File: config.mk
export PLATFORM = sky130hd
export DESIGN_NAME = allocation_bitmap_first_free_unit
export DESIGN_NICKNAME = d
export VERILOG_FILES = /design/src/design/abm_pkg.sv /design/src/design/abm_ram.sv /design/src/design/abm_scan.sv /design/src/design/allocation_bitmap_first_free_unit.sv
export SDC_FILE = /design/constraint.sdc
export NUM_CORES = 1
export LEC_CHECK = 0
export BUFFER_PORTS_ARGS = -buffer_cell sky130_fd_sc_hd__buf_4
export CAP_MARGIN = 20
export CORE_MARGIN = 1.5
export CORE_UTILIZATION = 40
export CTS_BUF_LIST = sky130_fd_sc_hd__clkbuf_4 sky130_fd_sc_hd__clkbuf_8 sky130_fd_sc_hd__clkbuf_16
export DETAILED_ROUTE_END_ITERATION = 12
export PLACE_DENSITY = 0.57
export RECOVER_POWER = 100
export SLEW_MARGIN = 40
export SYNTH_ARGS = -nofsm -noshare
export SYNTH_HDL_FRONTEND = slang
export SYNTH_SLANG_ARGS = --single-unit
File: constraint.sdc
create_clock -name clk -period 13.5 [get_ports clk]
set_input_delay 0.675 -clock clk [delete_from_list [all_inputs] [get_ports clk]]
set_output_delay 0.675 -clock clk [all_outputs]
set_load 0.02 [all_outputs]
File: src/design/abm_pkg.sv
// shared types and constants for the allocation bitmap first-free block
`timescale 1ns / 1ps

package abm_pkg;

  // bitmap geometry
  localparam int TOTAL_BITS = 1024;
  localparam int WORD_BITS  = 32;
  localparam int WORD_COUNT = (TOTAL_BITS + WORD_BITS - 1) / WORD_BITS;
  localparam int WORD_AW    = $clog2(WORD_COUNT);
  localparam int OFF_W      = $clog2(WORD_BITS);
  localparam int IDX_W      = 10;
  localparam int LEN_W      = 11;
  localparam int MODE_W     = 3;
  localparam int STATUS_W   = 2;

  // request modes
  localparam logic [MODE_W-1:0] MODE_READ   = 3'd0;
  localparam logic [MODE_W-1:0] MODE_SET    = 3'd1;
  localparam logic [MODE_W-1:0] MODE_CLEAR  = 3'd2;
  localparam logic [MODE_W-1:0] MODE_TOGGLE = 3'd3;
  localparam logic [MODE_W-1:0] MODE_FIND   = 3'd4;

  // result status codes
  localparam logic [STATUS_W-1:0] ST_OK    = 2'd0;
  localparam logic [STATUS_W-1:0] ST_RANGE = 2'd1;
  localparam logic [STATUS_W-1:0] ST_NONE  = 2'd2;

  // configuration register byte addresses
  localparam logic [2:0] ADDR_BITS_IN_USE = 3'd0;

  // reset value of the length register
  localparam logic [LEN_W-1:0] LEN_RESET = LEN_W'(TOTAL_BITS);

  // answer of the word scan unit
  typedef struct packed {
    logic             hit;
    logic [OFF_W-1:0] offset;
  } scan_res_t;

endpackage

File: src/design/abm_ram.sv
// generic single write port ram with registered read
`timescale 1ns / 1ps

module abm_ram #(
  parameter int WIDTH = 32,
  parameter int DEPTH = 32
) (
  input  logic                     clk,
  input  logic                     we,
  input  logic [$clog2(DEPTH)-1:0] waddr,
  input  logic [WIDTH-1:0]         wdata,
  input  logic [$clog2(DEPTH)-1:0] raddr,
  output logic [WIDTH-1:0]         rdata
);

  logic [WIDTH-1:0] mem [DEPTH];

  // write port and registered read port
  always_ff @(posedge clk) begin
    if (we) begin
      mem[waddr] <= wdata;
    end
    rdata <= mem[raddr];
  end

endmodule

File: src/design/abm_scan.sv
// word scan unit: first free bit of one word from the msb, limited by the length
`timescale 1ns / 1ps

module abm_scan (
  input  logic [abm_pkg::WORD_BITS-1:0] word,
  input  logic [abm_pkg::WORD_AW-1:0]   word_idx,
  input  logic [abm_pkg::LEN_W-1:0]     len,
  output abm_pkg::scan_res_t            res
);
  import abm_pkg::*;

  logic [LEN_W:0]       base;
  logic [LEN_W:0]       rem;
  logic [OFF_W-1:0]     count;
  logic                 full;
  logic [WORD_BITS-1:0] live_mask;
  logic [WORD_BITS-1:0] free_bits;

  // bits of this word that lie below the length
  always_comb begin
    base      = (LEN_W+1)'({word_idx, {OFF_W{1'b0}}});
    rem       = (LEN_W+1)'(len) - base;
    full      = ((LEN_W+1)'(len) >= base + (LEN_W+1)'(WORD_BITS));
    count     = (len > base[LEN_W-1:0] && !base[LEN_W]) ? rem[OFF_W-1:0] : '0;
    live_mask = full ? '1 : ~({WORD_BITS{1'b1}} >> count);
    free_bits = ~word & live_mask;
  end

  // priority encoder, highest set bit gives the lowest index
  always_comb begin
    res.hit    = |free_bits;
    res.offset = '0;
    for (int i = 0; i < WORD_BITS; i++) begin
      if (free_bits[i]) begin
        res.offset = OFF_W'(WORD_BITS - 1 - i);
      end
    end
  end

endmodule

File: src/design/allocation_bitmap_first_free_unit.sv
// top level of the allocation bitmap with first-free search
//
//   channel  dir  handshake                  word
//   apb      in   psel penable pwrite pready bits_in_use at address 0
//   s        in   s_tvalid s_tready          s_tdata: mode, index
//   m        out  m_tvalid m_tready          m_tdata: status, bit_value, found_index
//
// one word at a time: set, clear, toggle and read pass from accept to result valid
// through word read, modify and write, then output load; an out of range request
// goes straight to output load. find first free reads one bitmap word per cycle
// through the scan unit up to the last word of the length. reset clears the bitmap
// at once through one valid flag per word; no clearing pass. s_tready is low while
// an item is in work or its result waits for the output register.
`timescale 1ns / 1ps

module allocation_bitmap_first_free_unit (
  input  logic        clk,
  input  logic        rst,
  // configuration port
  input  logic        psel,
  input  logic        penable,
  input  logic        pwrite,
  input  logic [2:0]  paddr,
  input  logic [31:0] pwdata,
  output logic [31:0] prdata,
  output logic        pready,
  // request stream
  input  logic        s_tvalid,
  output logic        s_tready,
  input  logic [15:0] s_tdata,  // mode[2:0], index[12:3], zero[15:13]
  // result stream
  output logic        m_tvalid,
  input  logic        m_tready,
  output logic [15:0] m_tdata   // status[1:0], bit_value[2], found_index[12:3], zero[15:13]
);
  import abm_pkg::*;

  typedef enum logic [1:0] {
    S_IDLE,
    S_BIT,
    S_FIND,
    S_OUT
  } state_t;

  state_t state;

  logic [LEN_W-1:0]     bits_in_use;
  logic [LEN_W-1:0]     len;
  logic [WORD_AW-1:0]   last_word;
  logic [WORD_COUNT-1:0] wvalid;
  logic                 rd_valid;

  logic [MODE_W-1:0]    item_mode;
  logic [IDX_W-1:0]     item_index;
  logic [MODE_W-1:0]    mode_r;
  logic [IDX_W-1:0]     idx_r;
  logic [WORD_AW-1:0]   chk_word;

  logic [STATUS_W-1:0]  res_status;
  logic                 res_bit;
  logic [IDX_W-1:0]     res_found;

  logic [WORD_AW-1:0]   ram_raddr;
  logic [WORD_BITS-1:0] ram_rdata;
  logic [WORD_BITS-1:0] word_q;
  logic                 ram_we;
  logic [WORD_BITS-1:0] ram_wdata;
  logic [WORD_BITS-1:0] bit_mask;
  logic                 cfg_write;
  scan_res_t            scan;

  // request fields and effective length
  assign item_mode  = s_tdata[2:0];
  assign item_index = s_tdata[12:3];
  assign len        = (bits_in_use > LEN_W'(TOTAL_BITS)) ? LEN_W'(TOTAL_BITS) : bits_in_use;
  assign last_word  = WORD_AW'((len - LEN_W'(1)) >> OFF_W);

  // configuration port
  assign pready    = 1'b1;
  assign cfg_write = psel && penable && pwrite && pready;
  assign prdata    = (paddr[2] == ADDR_BITS_IN_USE[2]) ? 32'(bits_in_use) : 32'd0;

  assign s_tready = (state == S_IDLE);

  // read address: next word of a scan, else the word the waiting request names
  always_comb begin
    if (state == S_FIND) begin
      ram_raddr = chk_word + WORD_AW'(1);
    end else if (item_mode == MODE_FIND) begin
      ram_raddr = '0;
    end else begin
      ram_raddr = item_index[IDX_W-1:OFF_W];
    end
  end

  // word never written reads as free
  assign word_q = ram_rdata & {WORD_BITS{rd_valid}};

  // read-modify-write of one bit
  assign bit_mask = {1'b1, {(WORD_BITS-1){1'b0}}} >> idx_r[OFF_W-1:0];

  always_comb begin
    unique case (mode_r)
      MODE_SET:    ram_wdata = word_q | bit_mask;
      MODE_CLEAR:  ram_wdata = word_q & ~bit_mask;
      MODE_TOGGLE: ram_wdata = word_q ^ bit_mask;
      default:     ram_wdata = word_q;
    endcase
  end

  assign ram_we = (state == S_BIT) && (mode_r != MODE_READ);

  abm_ram #(
    .WIDTH (WORD_BITS),
    .DEPTH (WORD_COUNT)
  ) u_ram (
    .clk   (clk),
    .we    (ram_we),
    .waddr (idx_r[IDX_W-1:OFF_W]),
    .wdata (ram_wdata),
    .raddr (ram_raddr),
    .rdata (ram_rdata)
  );

  abm_scan u_scan (
    .word     (word_q),
    .word_idx (chk_word),
    .len      (len),
    .res      (scan)
  );

  // valid flag read alongside the ram data
  always_ff @(posedge clk) begin
    rd_valid <= wvalid[ram_raddr];
  end

  // sequencer, configuration register and output register
  always_ff @(posedge clk) begin
    if (rst) begin
      state       <= S_IDLE;
      bits_in_use <= LEN_RESET;
      wvalid      <= '0;
      m_tvalid    <= 1'b0;
    end else begin
      if (cfg_write && paddr[2] == ADDR_BITS_IN_USE[2]) begin
        bits_in_use <= pwdata[LEN_W-1:0];
      end
      if (ram_we) begin
        wvalid[idx_r[IDX_W-1:OFF_W]] <= 1'b1;
      end
      // result taken and no new one loading behind it
      if (m_tvalid && m_tready && state != S_OUT) begin
        m_tvalid <= 1'b0;
      end

      unique case (state)
        S_IDLE: begin
          if (s_tvalid) begin
            mode_r    <= item_mode;
            idx_r     <= item_index;
            chk_word  <= '0;
            res_bit   <= 1'b0;
            res_found <= '0;
            priority if (item_mode == MODE_FIND) begin
              if (len == '0) begin
                res_status <= ST_NONE;
                state      <= S_OUT;
              end else begin
                state <= S_FIND;
              end
            end else if (item_mode > MODE_FIND || LEN_W'(item_index) >= len) begin
              res_status <= ST_RANGE;
              state      <= S_OUT;
            end else begin
              state <= S_BIT;
            end
          end
        end
        S_BIT: begin
          res_status <= ST_OK;
          res_bit    <= (mode_r == MODE_READ) ? |(word_q & bit_mask) : 1'b0;
          state      <= S_OUT;
        end
        S_FIND: begin
          priority if (scan.hit) begin
            res_status <= ST_OK;
            res_found  <= {chk_word, scan.offset};
            state      <= S_OUT;
          end else if (chk_word == last_word) begin
            res_status <= ST_NONE;
            state      <= S_OUT;
          end else begin
            chk_word <= chk_word + WORD_AW'(1);
          end
        end
        S_OUT: begin
          if (!m_tvalid || m_tready) begin
            m_tvalid <= 1'b1;
            m_tdata  <= {3'b000, res_found, res_bit, res_status};
            state    <= S_IDLE;
          end
        end
        default: state <= S_IDLE;
      endcase
    end
  end

  // the bitmap is written only in the modify step
  a_write_in_bit: assert property (@(posedge clk) disable iff (rst)
    ram_we |-> state == S_BIT)
    else $error("bitmap written outside the modify step");

  // a scan never runs past the last word of the length
  a_scan_bound: assert property (@(posedge clk) disable iff (rst)
    state == S_FIND |-> chk_word <= last_word)
    else $error("scan past last word");

  // one item at a time
  a_one_item: assert property (@(posedge clk) disable iff (rst)
    (s_tvalid && s_tready) |=> !s_tready)
    else $error("second item taken while busy");

  // no undefined status code leaves the block
  a_status_code: assert property (@(posedge clk) disable iff (rst)
    m_tvalid |-> (m_tdata[1:0] == ST_OK || m_tdata[1:0] == ST_RANGE ||
                  m_tdata[1:0] == ST_NONE))
    else $error("undefined status code");

  // a find that reports a hit names an index below the length
  a_found_in_range: assert property (@(posedge clk) disable iff (rst)
    (state == S_FIND && scan.hit) |=> LEN_W'(res_found) < len)
    else $error("found index beyond length");

endmodule

* Word-level counts from Yosys, hierarchy flattened
Memories as Yosys holds them, arrays and structs flattened. A register that Yosys moved wholly into a read port is not among the register bits.
Cells that the tools add are included.
** Storage, ports and cells
- Register bits after elaboration :: 91
- Bits in latches :: 0
- RAM bits :: 1024
- ROM bits :: 0
- Bits of input ports :: 58
- Output and inout port bits :: 51
- Logic and storage cells :: 155
- Memories kept :: 1
** Memory list
- u_ram.mem :: depth 32, width 32, rd ports 1, clocked after memory_dff 1, write ports 1, line abm_ram.sv:16 : logic [WIDTH-1:0] mem [DEPTH];
** Operators by class
- $add $sub $neg :: 4
- $mul :: 0
- Div/mod/pow operators :: 0
- $lt $le $gt $ge :: 8
- Eq/ne operators :: 17
- Shift-type cells :: 2
- Muxes and demuxes :: 73
- Bitwise operators :: 12
- Reduce and logical (&&, ||, !) cells :: 26
** Operators by type and width (count)
- $mux 5 :: 38
- $and 32x32->32 :: 4
- $not 32->32 :: 3
- $pmux 32 s3 :: 1
- $or 32x32->32 :: 2
- $reduce_or 32->1 :: 2
- $shr 32x5->32 const A :: 2
- $mux 32 :: 1
- $xor 32x32->32 :: 1
- $mux 2 :: 12
- $mux 11 :: 2
- $mux 10 :: 2
- $pmux 10 s2 :: 1
- $lt 5x6->1 const B :: 2
- $ne 2x2->1 const B :: 6
- $reduce_and 3->1 :: 4
- $add 10x6->11 const B :: 1
- $ge 10x11->1 :: 1
- $ge 11x11->1 :: 1
- $gt 11x10->1 :: 1
- $gt 11x11->1 const B :: 1
- $logic_not 11->1 :: 1
- $mux 1 :: 10
- $pmux 5 s2 :: 1
- other kinds (29) :: 42

* Logic depth before layout (Yosys ltp)
Gate-level depths: netlist (run 1).
- Depth after elaboration :: 42
- Mapped depth :: 17
- Mapped depth without buffers :: 13

* Hierarchy
Synthesis (run 1) repeated with hierarchy kept, for this count alone.
** Second synthesis, totals
- Cell total of the unflattened synthesis :: 3271
- Area total of the unflattened synthesis :: 49040.8 sq um
** Modules (own cells, without submodules)
- abm_ram :: times used 1, cells each 2260, area each 40492.6 sq um, sequential area each 31390.1 sq um
- allocation_bitmap_first_free_unit :: times used 1, cells each 791, area each 7048.0 sq um, sequential area each 2262.2 sq um
- abm_scan :: times used 1, cells each 220, area each 1500.2 sq um, sequential area each 0.0 sq um

* Worst setup path before layout (run 1)
Ideal clock, no wire load.
- Kind :: register -> register
- From :: register bits_in_use[10]
- To :: register res_found[0] (enable)
- Setup time :: 392 ps
- Arrival :: 3886 ps
- Data required time :: 13108 ps
- Setup slack :: 9222 ps
- Cell stages (with the launch flop) :: 17
- Buffers on the path :: 7
- Period minus slack after synthesis :: 4278 ps
- Cell sequence :: dfxtp_1 -> buf_2 -> buf_2 -> buf_1 -> clkbuf_1 -> ha_1 -> nand2_1 -> o21ai_2 -> buf_2 -> clkbuf_1 -> buf_2 -> a311oi_1 -> o21ai_0 -> nor3_1 -> and2_4 -> and2_4 -> nor3b_1
** Between the ends
- Word-level cells in the longest chain between the ends :: 11
- Elaborated cells between the ends (all ways) :: 13
- Those cells by class :: add/sub (1); order compare (3); eq/ne (1); shift (1); mux (3); bitwise (2); reduce/logical (2)
** Ends and longest elaborated chain
- start, declared :: line allocation_bitmap_first_free_unit.sv:47 : logic [LEN_W-1:0] bits_in_use;
- start signal, assigned :: line allocation_bitmap_first_free_unit.sv:146 : bits_in_use <= pwdata[LEN_W-1:0];
- $gt 11x11->1 :: line allocation_bitmap_first_free_unit.sv:75 : assign len = (bits_in_use > LEN_W'(TOTAL_BITS)) ? LEN_W'(TOTAL_BITS) : bits_in_use;
- $mux 11 (*) :: line allocation_bitmap_first_free_unit.sv:75
- $gt 11x10->1 or $sub 5x1->5 (tied branches) :: line abm_scan.sv:24, abm_scan.sv:22
- $mux 5 :: line abm_scan.sv:24 : count = (len > base[LEN_W-1:0] && !base[LEN_W]) ? rem[OFF_W-1:0] : '0;
- $shr 32x5->32 :: line abm_scan.sv:25 : live_mask = full ? '1 : ~({WORD_BITS{1'b1}} >> count);
- $not 32->32 :: line abm_scan.sv:25
- $mux 32 (*) :: line abm_scan.sv:25
- $and 32x32->32 (*) :: line abm_scan.sv:26 : free_bits = ~word & live_mask;
- $reduce_or 32->1 (*) :: line abm_scan.sv:31 : res.hit = |free_bits;
- $ne 2x2->1 (no line) (*)
- $reduce_and 4->1 (no line) (*)
- end signal, assigned :: line allocation_bitmap_first_free_unit.sv:187 : res_found <= {chk_word, scan.offset};
- end, declared :: line allocation_bitmap_first_free_unit.sv:61 : logic [IDX_W-1:0] res_found;
Every way passes the cells marked *; elsewhere a longest branch is shown, timed or not.
A chain may end at the register's enable or synchronous reset.

* Worst setup path in the final report (run 1)
- From :: register state[0]
- To :: register u_ram.rdata[27] (read register of u_ram.mem)
** Between the ends
- Word-level cells in the longest chain between the ends :: 2
** Ends and longest elaborated chain
- start, declared :: line allocation_bitmap_first_free_unit.sv:45 : state_t state;
- start signal, assigned :: line allocation_bitmap_first_free_unit.sv:140 : state <= S_IDLE;
- start signal, assigned :: line allocation_bitmap_first_free_unit.sv:167 : state <= S_OUT;
- start signal, assigned :: line allocation_bitmap_first_free_unit.sv:169 : state <= S_FIND;
- $eq 2x2->1 :: line allocation_bitmap_first_free_unit.sv:87 : if (state == S_FIND) begin
- $mux 5 :: line allocation_bitmap_first_free_unit.sv:87
- end, declared :: line abm_ram.sv:13 : output logic [WIDTH-1:0] rdata
No other way between the ends.

==> results.toml, run 1 <==
[global_routing]
grt-ovfl-total = 0
grt_max_degree = 168
antenna_found_initial = 2
grt_pass1_vias = 31100
grt_usage_pct = 21.5
grt_pass1_wl_mm = 204

[setup_path]
crit_arrival_ns = 8.75
cp-start-kind = "flop"
crit_fanout = 57
cp-end-kind = "flop"
path_class = "reg2reg"
critPathRequiredTime_ns = 14.15

[layout]
post-route-util_pct = 44.9
nets = 4406
area_growth_pct = 11.3
fin_area_sq_um = 55500
finalNonFillerCells = 5962
fill_cells = 11400
antenna_cells = 0
drive_gt1_share_pct = 7.14

[drt]
dr_total_vias = 33100
wl_met2_mm = 64.9
route.detailed.drc = 0
drtAntennaViolNets = 0
viasPerCell = 5.55
drt-met1-wl_mm = 60.6
maxUsedRoutingLayer = "met5"
drt-pass1-iter-count = 6
wl_per_cell_um = 23.2
finalWirelength_mm = 138
wl_met3_mm = 8.86
first_iter_violations = 3237

[placed_design]
io_buffers = 57
hpwl_mm = 71.6
place.gp.congestion = 0.911
dp.cells = 5747
post-place-ws_ns = 8.49
dpl_cell_area_sq_um = 52400

[sta]
fin_setup_tns_ns = 0
worstMarginPinSlew_ns = 3.64
fmax_mhz = 123
relSlewSlack_pct = -143
timing.final.hold_violations = 0
setup_viol = 0
finClkSkew_ns = 0.0289
finalCritPeriodShare_pct = 60.0
slew_viol_final = 1837
whs_ns = 0.187
grt_setup_unrepaired = "no"
finalCriticalPeriod_ns = 8.10
timing.final.ws_setup_ns = 5.40

[power_and_ir_drop]
power_density_nw_per_um2 = 187
cellLeakagePower_nw = 20.0
vdd_drop_max_mv = 0.131
power.total_mw = 10.4

[synth]
yosysTopAreaCell = "edfxtp_1"
syn_avg_cell_area_sq_um = 11.7
yosysSeqAreaShare_pct = 67.5
synth_area_leaders = "edfxtp_1 (64%), nand2_1 (8.9%), nand3_1 (5.4%), dfxtp_1 (3.2%), ha_1 (3.1%)"
synth_top_area_share_pct = 64.4
yosysMostFrequentCell = "nand2_1"
yosysWarnings = 0
synth_edf_count = 1068
async_reset_ff_share_pct = 0
yosys_register_bits = 1147
synth.cell_area_sq_um = 49800
ys_types = 85
synthFlopType = "edfxtp_1"
synthTopCellsByCount = "nand2_1 (1179), edfxtp_1 (1068), nand3_1 (541)"
syn_inst = 4245

[clock_tree]
cts.path.max_buffers = 3
clkTransAtPathRegs_ns = 0.06
cts_sinks = 1147
cts_hold_buffers = 0
cts_tree = "done"
cts.repair.resized = 0
numCtsBuffers = 113
htree_levels = 3
cts_root_buf = "clkbuf_16"
clock_latency_ns = 0.71
cts_setup_buffers = 0

[floorplan]
core_sq_um = 124000
io-pin-count = 109
rows = 129
die_x_um = 356
die_y_um = 356
die_area_sq_um = 127000
start_util_pct = 40.3

[outcome]
status = "finished with violations"
violations = "max-capacitance violations, max-slew violations"

[min_path]
hold_path.class = "in2reg"

[run]
cap_violations = 70
-- critical path, stage by stage, from the launching register on --
cell,delay [ns]
dfxtp_1,0.33
inv_1,0.13
ha_1,0.21
inv_1,0.23
nor2_1,0.24
a21o_1,1.37
clkbuf_1,2.00
clkbuf_1,2.19
nand2_1,0.11
and3_1,0.28
a311oi_1,0.26
a311oi_1,0.10
a31oi_1,0.36
a21o_1,0.17
-- metal layers --
metal / vias to the layer above / GRT usage [%]
li1: 15300 / -
met1: 16400 / 30.4
met2: 1176 / 34.6
met3: 199 / 2.50
met4: 2 / 6.88
met5: - / 0
-- area by class of cell --
type / instances / area, sq um / area share [%]
clock buffer: 164 / 3340 / 6.02
clock inverter: 50 / 606 / 1.09
inverter: 92 / 345 / 0.622
multi-input combinational: 2722 / 14600 / 26.4
sequential: 1147 / 33700 / 60.7
tap: 1637 / 2050 / 3.69
timing repair buffer: 150 / 862 / 1.55
-- cells in the final DEF (no fill, tap or decap), types with 20 or more instances in the layout --
cell type,synthesis,layout
dfxtp_1,79,79
clkbuf_4,0,35
a21o_1,40,38
a21oi_1,75,67
and3_1,70,70
a311oi_1,171,171
nor2_1,179,171
mux2i_1,32,32
nand2_1,1179,1179
a22oi_1,28,28
ha_1,122,122
o21ai_0,19,20
conb_1,2,25
inv_1,92,92
buf_4,27,36
a31oi_1,39,39
nand3_1,541,542
edfxtp_1,1068,1068
clkbuf_16,0,115
nor2b_1,24,23
clkbuf_1,168,102
-- logic make-up (layout without fill, tap and decap cells) --
| logic type | Yosys count | in the layout | share of synthesized area (%) |
|---|---|---|---|
| and+or+nand+nor | 2071 | 2071 | 17.9 |
| DFF | 1147 | 1147 | 67.5 |
| AOI/OAI and AO/OA | 464 | 464 | 7.15 |
| buffers and inverters | 399 | 456 | 3.53 |
| adders and majority gates | 122 | 122 | 3.06 |
| muxes | 33 | 33 | 0.665 |
| xor gates and xnor gates | 7 | 7 | 0.123 |
| other | 2 | 25 | 0.0151 |
-- registers in the layout (all words and copies together), names as in the netlist --
register and cells:
res_found 10, m_tdata 13, wvalid 32, m_tvalid 1, state 2, u_ram.rdata 32, idx_r 10, rd_valid 1
u_ram.mem 1024, bits_in_use 11, chk_word 5, res_bit 1, res_status 2, mode_r 3
-- worst paths after layout --
| check | startpoint | to | slack (ns) | depth (start not counted) |
|---|---|---|---|---|
| min reg2reg | res_found[1] | m_tdata[4] | 0.42 | 0 |
| min | s_tdata[7] | idx_r[4] | 0.19 | 1 |
| max | state[0] | u_ram.rdata[27] | 5.40 | 13 |
| max reg2reg | state[0] | u_ram.rdata[27] | 5.40 | 13 |
-- report_power, final --
part	switching, mW	total, mW	internal, mW	leakage (nW)
Sequential	0.0642	4.46	4.39	10.4
Combinational	1.93	2.65	0.716	7.63
Clock	1.33	3.28	1.95	1.99
Total	3.32	10.4	7.06	20.0
No activity file was read; power rests on OpenSTA's default activity.
==> run 2: changes to the inputs <==
--- a/config.mk
+++ b/config.mk
@@ -11,7 +11,7 @@
 export CORE_UTILIZATION = 40
 export CTS_BUF_LIST = sky130_fd_sc_hd__clkbuf_4 sky130_fd_sc_hd__clkbuf_8 sky130_fd_sc_hd__clkbuf_16
 export DETAILED_ROUTE_END_ITERATION = 12
-export PLACE_DENSITY = 0.57
+export PLACE_DENSITY = 0.59
 export RECOVER_POWER = 100
 export SLEW_MARGIN = 40
 export SYNTH_ARGS = -nofsm -noshare
==> constraint.sdc (replaced) <==
create_clock -name clk -period 7 [get_ports clk]
set_input_delay 0.35 -clock clk [delete_from_list [all_inputs] [get_ports clk]]
set_output_delay 0.35 -clock clk [all_outputs]
set_load 0.02 [all_outputs]
==> results.toml, run 2 (same netlist as run 1, synthesis figures left out) <==
[sta]
finalCriticalPeriod_ns = 5.67
grt_setup_unrepaired = "no"
relSlewSlack_pct = -98.1
fmax_mhz = 176
slew_viol_final = 1195
timing.final.hold_violations = 0
finClkSkew_ns = 0.0501
whs_ns = 0.0902
worstMarginPinSlew_ns = 2.97
finalCritPeriodShare_pct = 81.0
fin_setup_tns_ns = 0
setup_viol = 0

[setup_path]
path_class = "in2reg"
r2r_start = "mode_r[0]"
crit_fanout = 68
critPathRequiredTime_ns = 7.67
r2r_end = "u_ram.mem[12][17]"
cp-end-kind = "flop"
crit_arrival_ns = 6.33
cp-start-kind = "primary input"
r2r_setup_slack_ns = 1.41
reg2reg_depth = 7

[layout]
layout_common_cells = "nand2_1 (1179), edfxtp_1 (1068), nand3_1 (542)"
regMostFlops = "u_ram.mem"
largest_reg_flops = 1024
antenna_cells = 0
reg_top3 = "u_ram.mem (1024), u_ram.rdata (32), wvalid (32)"
area_growth_pct = 12.7
final_common_cell = "nand2_1"
drive_gt1_share_pct = 8.50
nets = 4456

[power_and_ir_drop]
power_density_nw_per_um2 = 358
power.total_mw = 20.1
cellLeakagePower_nw = 20.3
vdd_drop_max_mv = 0.289

[floorplan]
die_area_sq_um = 127000
io-pin-count = 109
die_y_um = 356
core_sq_um = 124000
start_util_pct = 40.3
die_x_um = 356
rows = 129

[global_routing]
grt_max_degree = 152
grt_pass1_wl_mm = 207
grt-ovfl-total = 0
grt_pass1_vias = 31500
grt_usage_pct = 21.9
antenna_found_initial = 1

[min_path]
min_to = "res_bit"
hp-start = "s_tvalid"
hold_path.class = "in2reg"
min_path_cells = 3

[clock_tree]
cts_tree = "done"
clock_latency_ns = 0.74
clkTransAtPathRegs_ns = 0.06
numCtsBuffers = 115
cts_setup_buffers = 0
cts_root_buf = "clkbuf_16"
htree_levels = 3
cts.path.max_buffers = 3
cts_sinks = 1147

[outcome]
status = "finished with violations"
violations = "max-capacitance violations, max-slew violations"

[drt]
finalWirelength_mm = 141
dr_total_vias = 33500
drtAntennaViolNets = 0
viasPerCell = 5.57
drt-pass1-iter-count = 6
wl_per_cell_um = 23.4
route.detailed.drc = 0
first_iter_violations = 3685

[run]
cap_violations = 38

[placed_design]
io_buffers = 57
place.gp.congestion = 0.899
hpwl_mm = 75.1
run 2: changes by cell type in the layout (fill, tap and decap cells not counted), sizes merged:
cell and change:
buf +34, bufinv -2, clkbuf -9, clkinv +3
dlygate4sd3 +25, inv -2
run 2: layout make-up:
type	instances	area, sq um
clock inverter	49	541
multi-input combinational	2722	14700
tap	1637	2050
clock buffer	166	3380
sequential	1147	33700
timing repair buffer	198	1460
fill	11200	67500
inverter	92	345
run 2: worst max path at each step:
stage	slack, ns	cells past startpoint	startpoint	endpoint
2_1_floorplan	2.72	16	bits_in_use[10]	res_found[0]
3_3_place_gp	2.26	13	bits_in_use[10]	chk_word[4]
3_5_place_dp	2.15	13	bits_in_use[10]	chk_word[4]
4_1_cts	2.09	13	bits_in_use[10]	chk_word[4]
5_1_grt	1.04	13	s_tdata[2]	u_ram.rdata[19]
6_report	1.33	13	s_tdata[2]	u_ram.rdata[30]
run 2: per-layer routing:
layer | track usage [%] | routed length, um
met4 | 7.69 | 4990
met1 | 30.7 | 61200
met2 | 35.2 | 65500
met3 | 2.60 | 9070
met5 | 0 | 0
run 2: power breakdown:
| group | total [mW] | internal (mW) | switching [mW] | leakage, nW |
|---|---|---|---|---|
| clock | 6.31 | 3.72 | 2.59 | 1.98 |
| sequential | 8.58 | 8.47 | 0.115 | 10.4 |
| combinational | 5.22 | 1.43 | 3.79 | 7.99 |
run 2: stage by stage:
step	util [%]	instance area (sq um)	setup slack, ns	instances
after floorplan	-	49900	2.72	4268
after global placement	42.3	52300	2.26	5749
after detailed placement	42.7	52800	2.15	5769
after CTS	46.1	57000	2.09	6009
after global routing	45.4	56200	1.04	6011
final	45.4	56200	1.33	6011
run 2: worst max-delay path, cell delays in order:
cell and delay (ns):
dlygate4sd3_1 0.52, clkbuf_1 0.20, nor3b_1 0.59, nor2_1 0.08, clkbuf_1 0.36, a21oi_1 1.55, clkbuf_2 1.41, nand2_1 0.13
and3_1 0.23, a311oi_1 0.28, a311oi_1 0.11, a31oi_1 0.26, a21o_1 0.15
run 2: timing repair:
action | 4_1_cts | 5_1_grt
resized for setup | 0 | 0
hold endpoints to repair | 26 | 0
hold buffers | 25 | 0
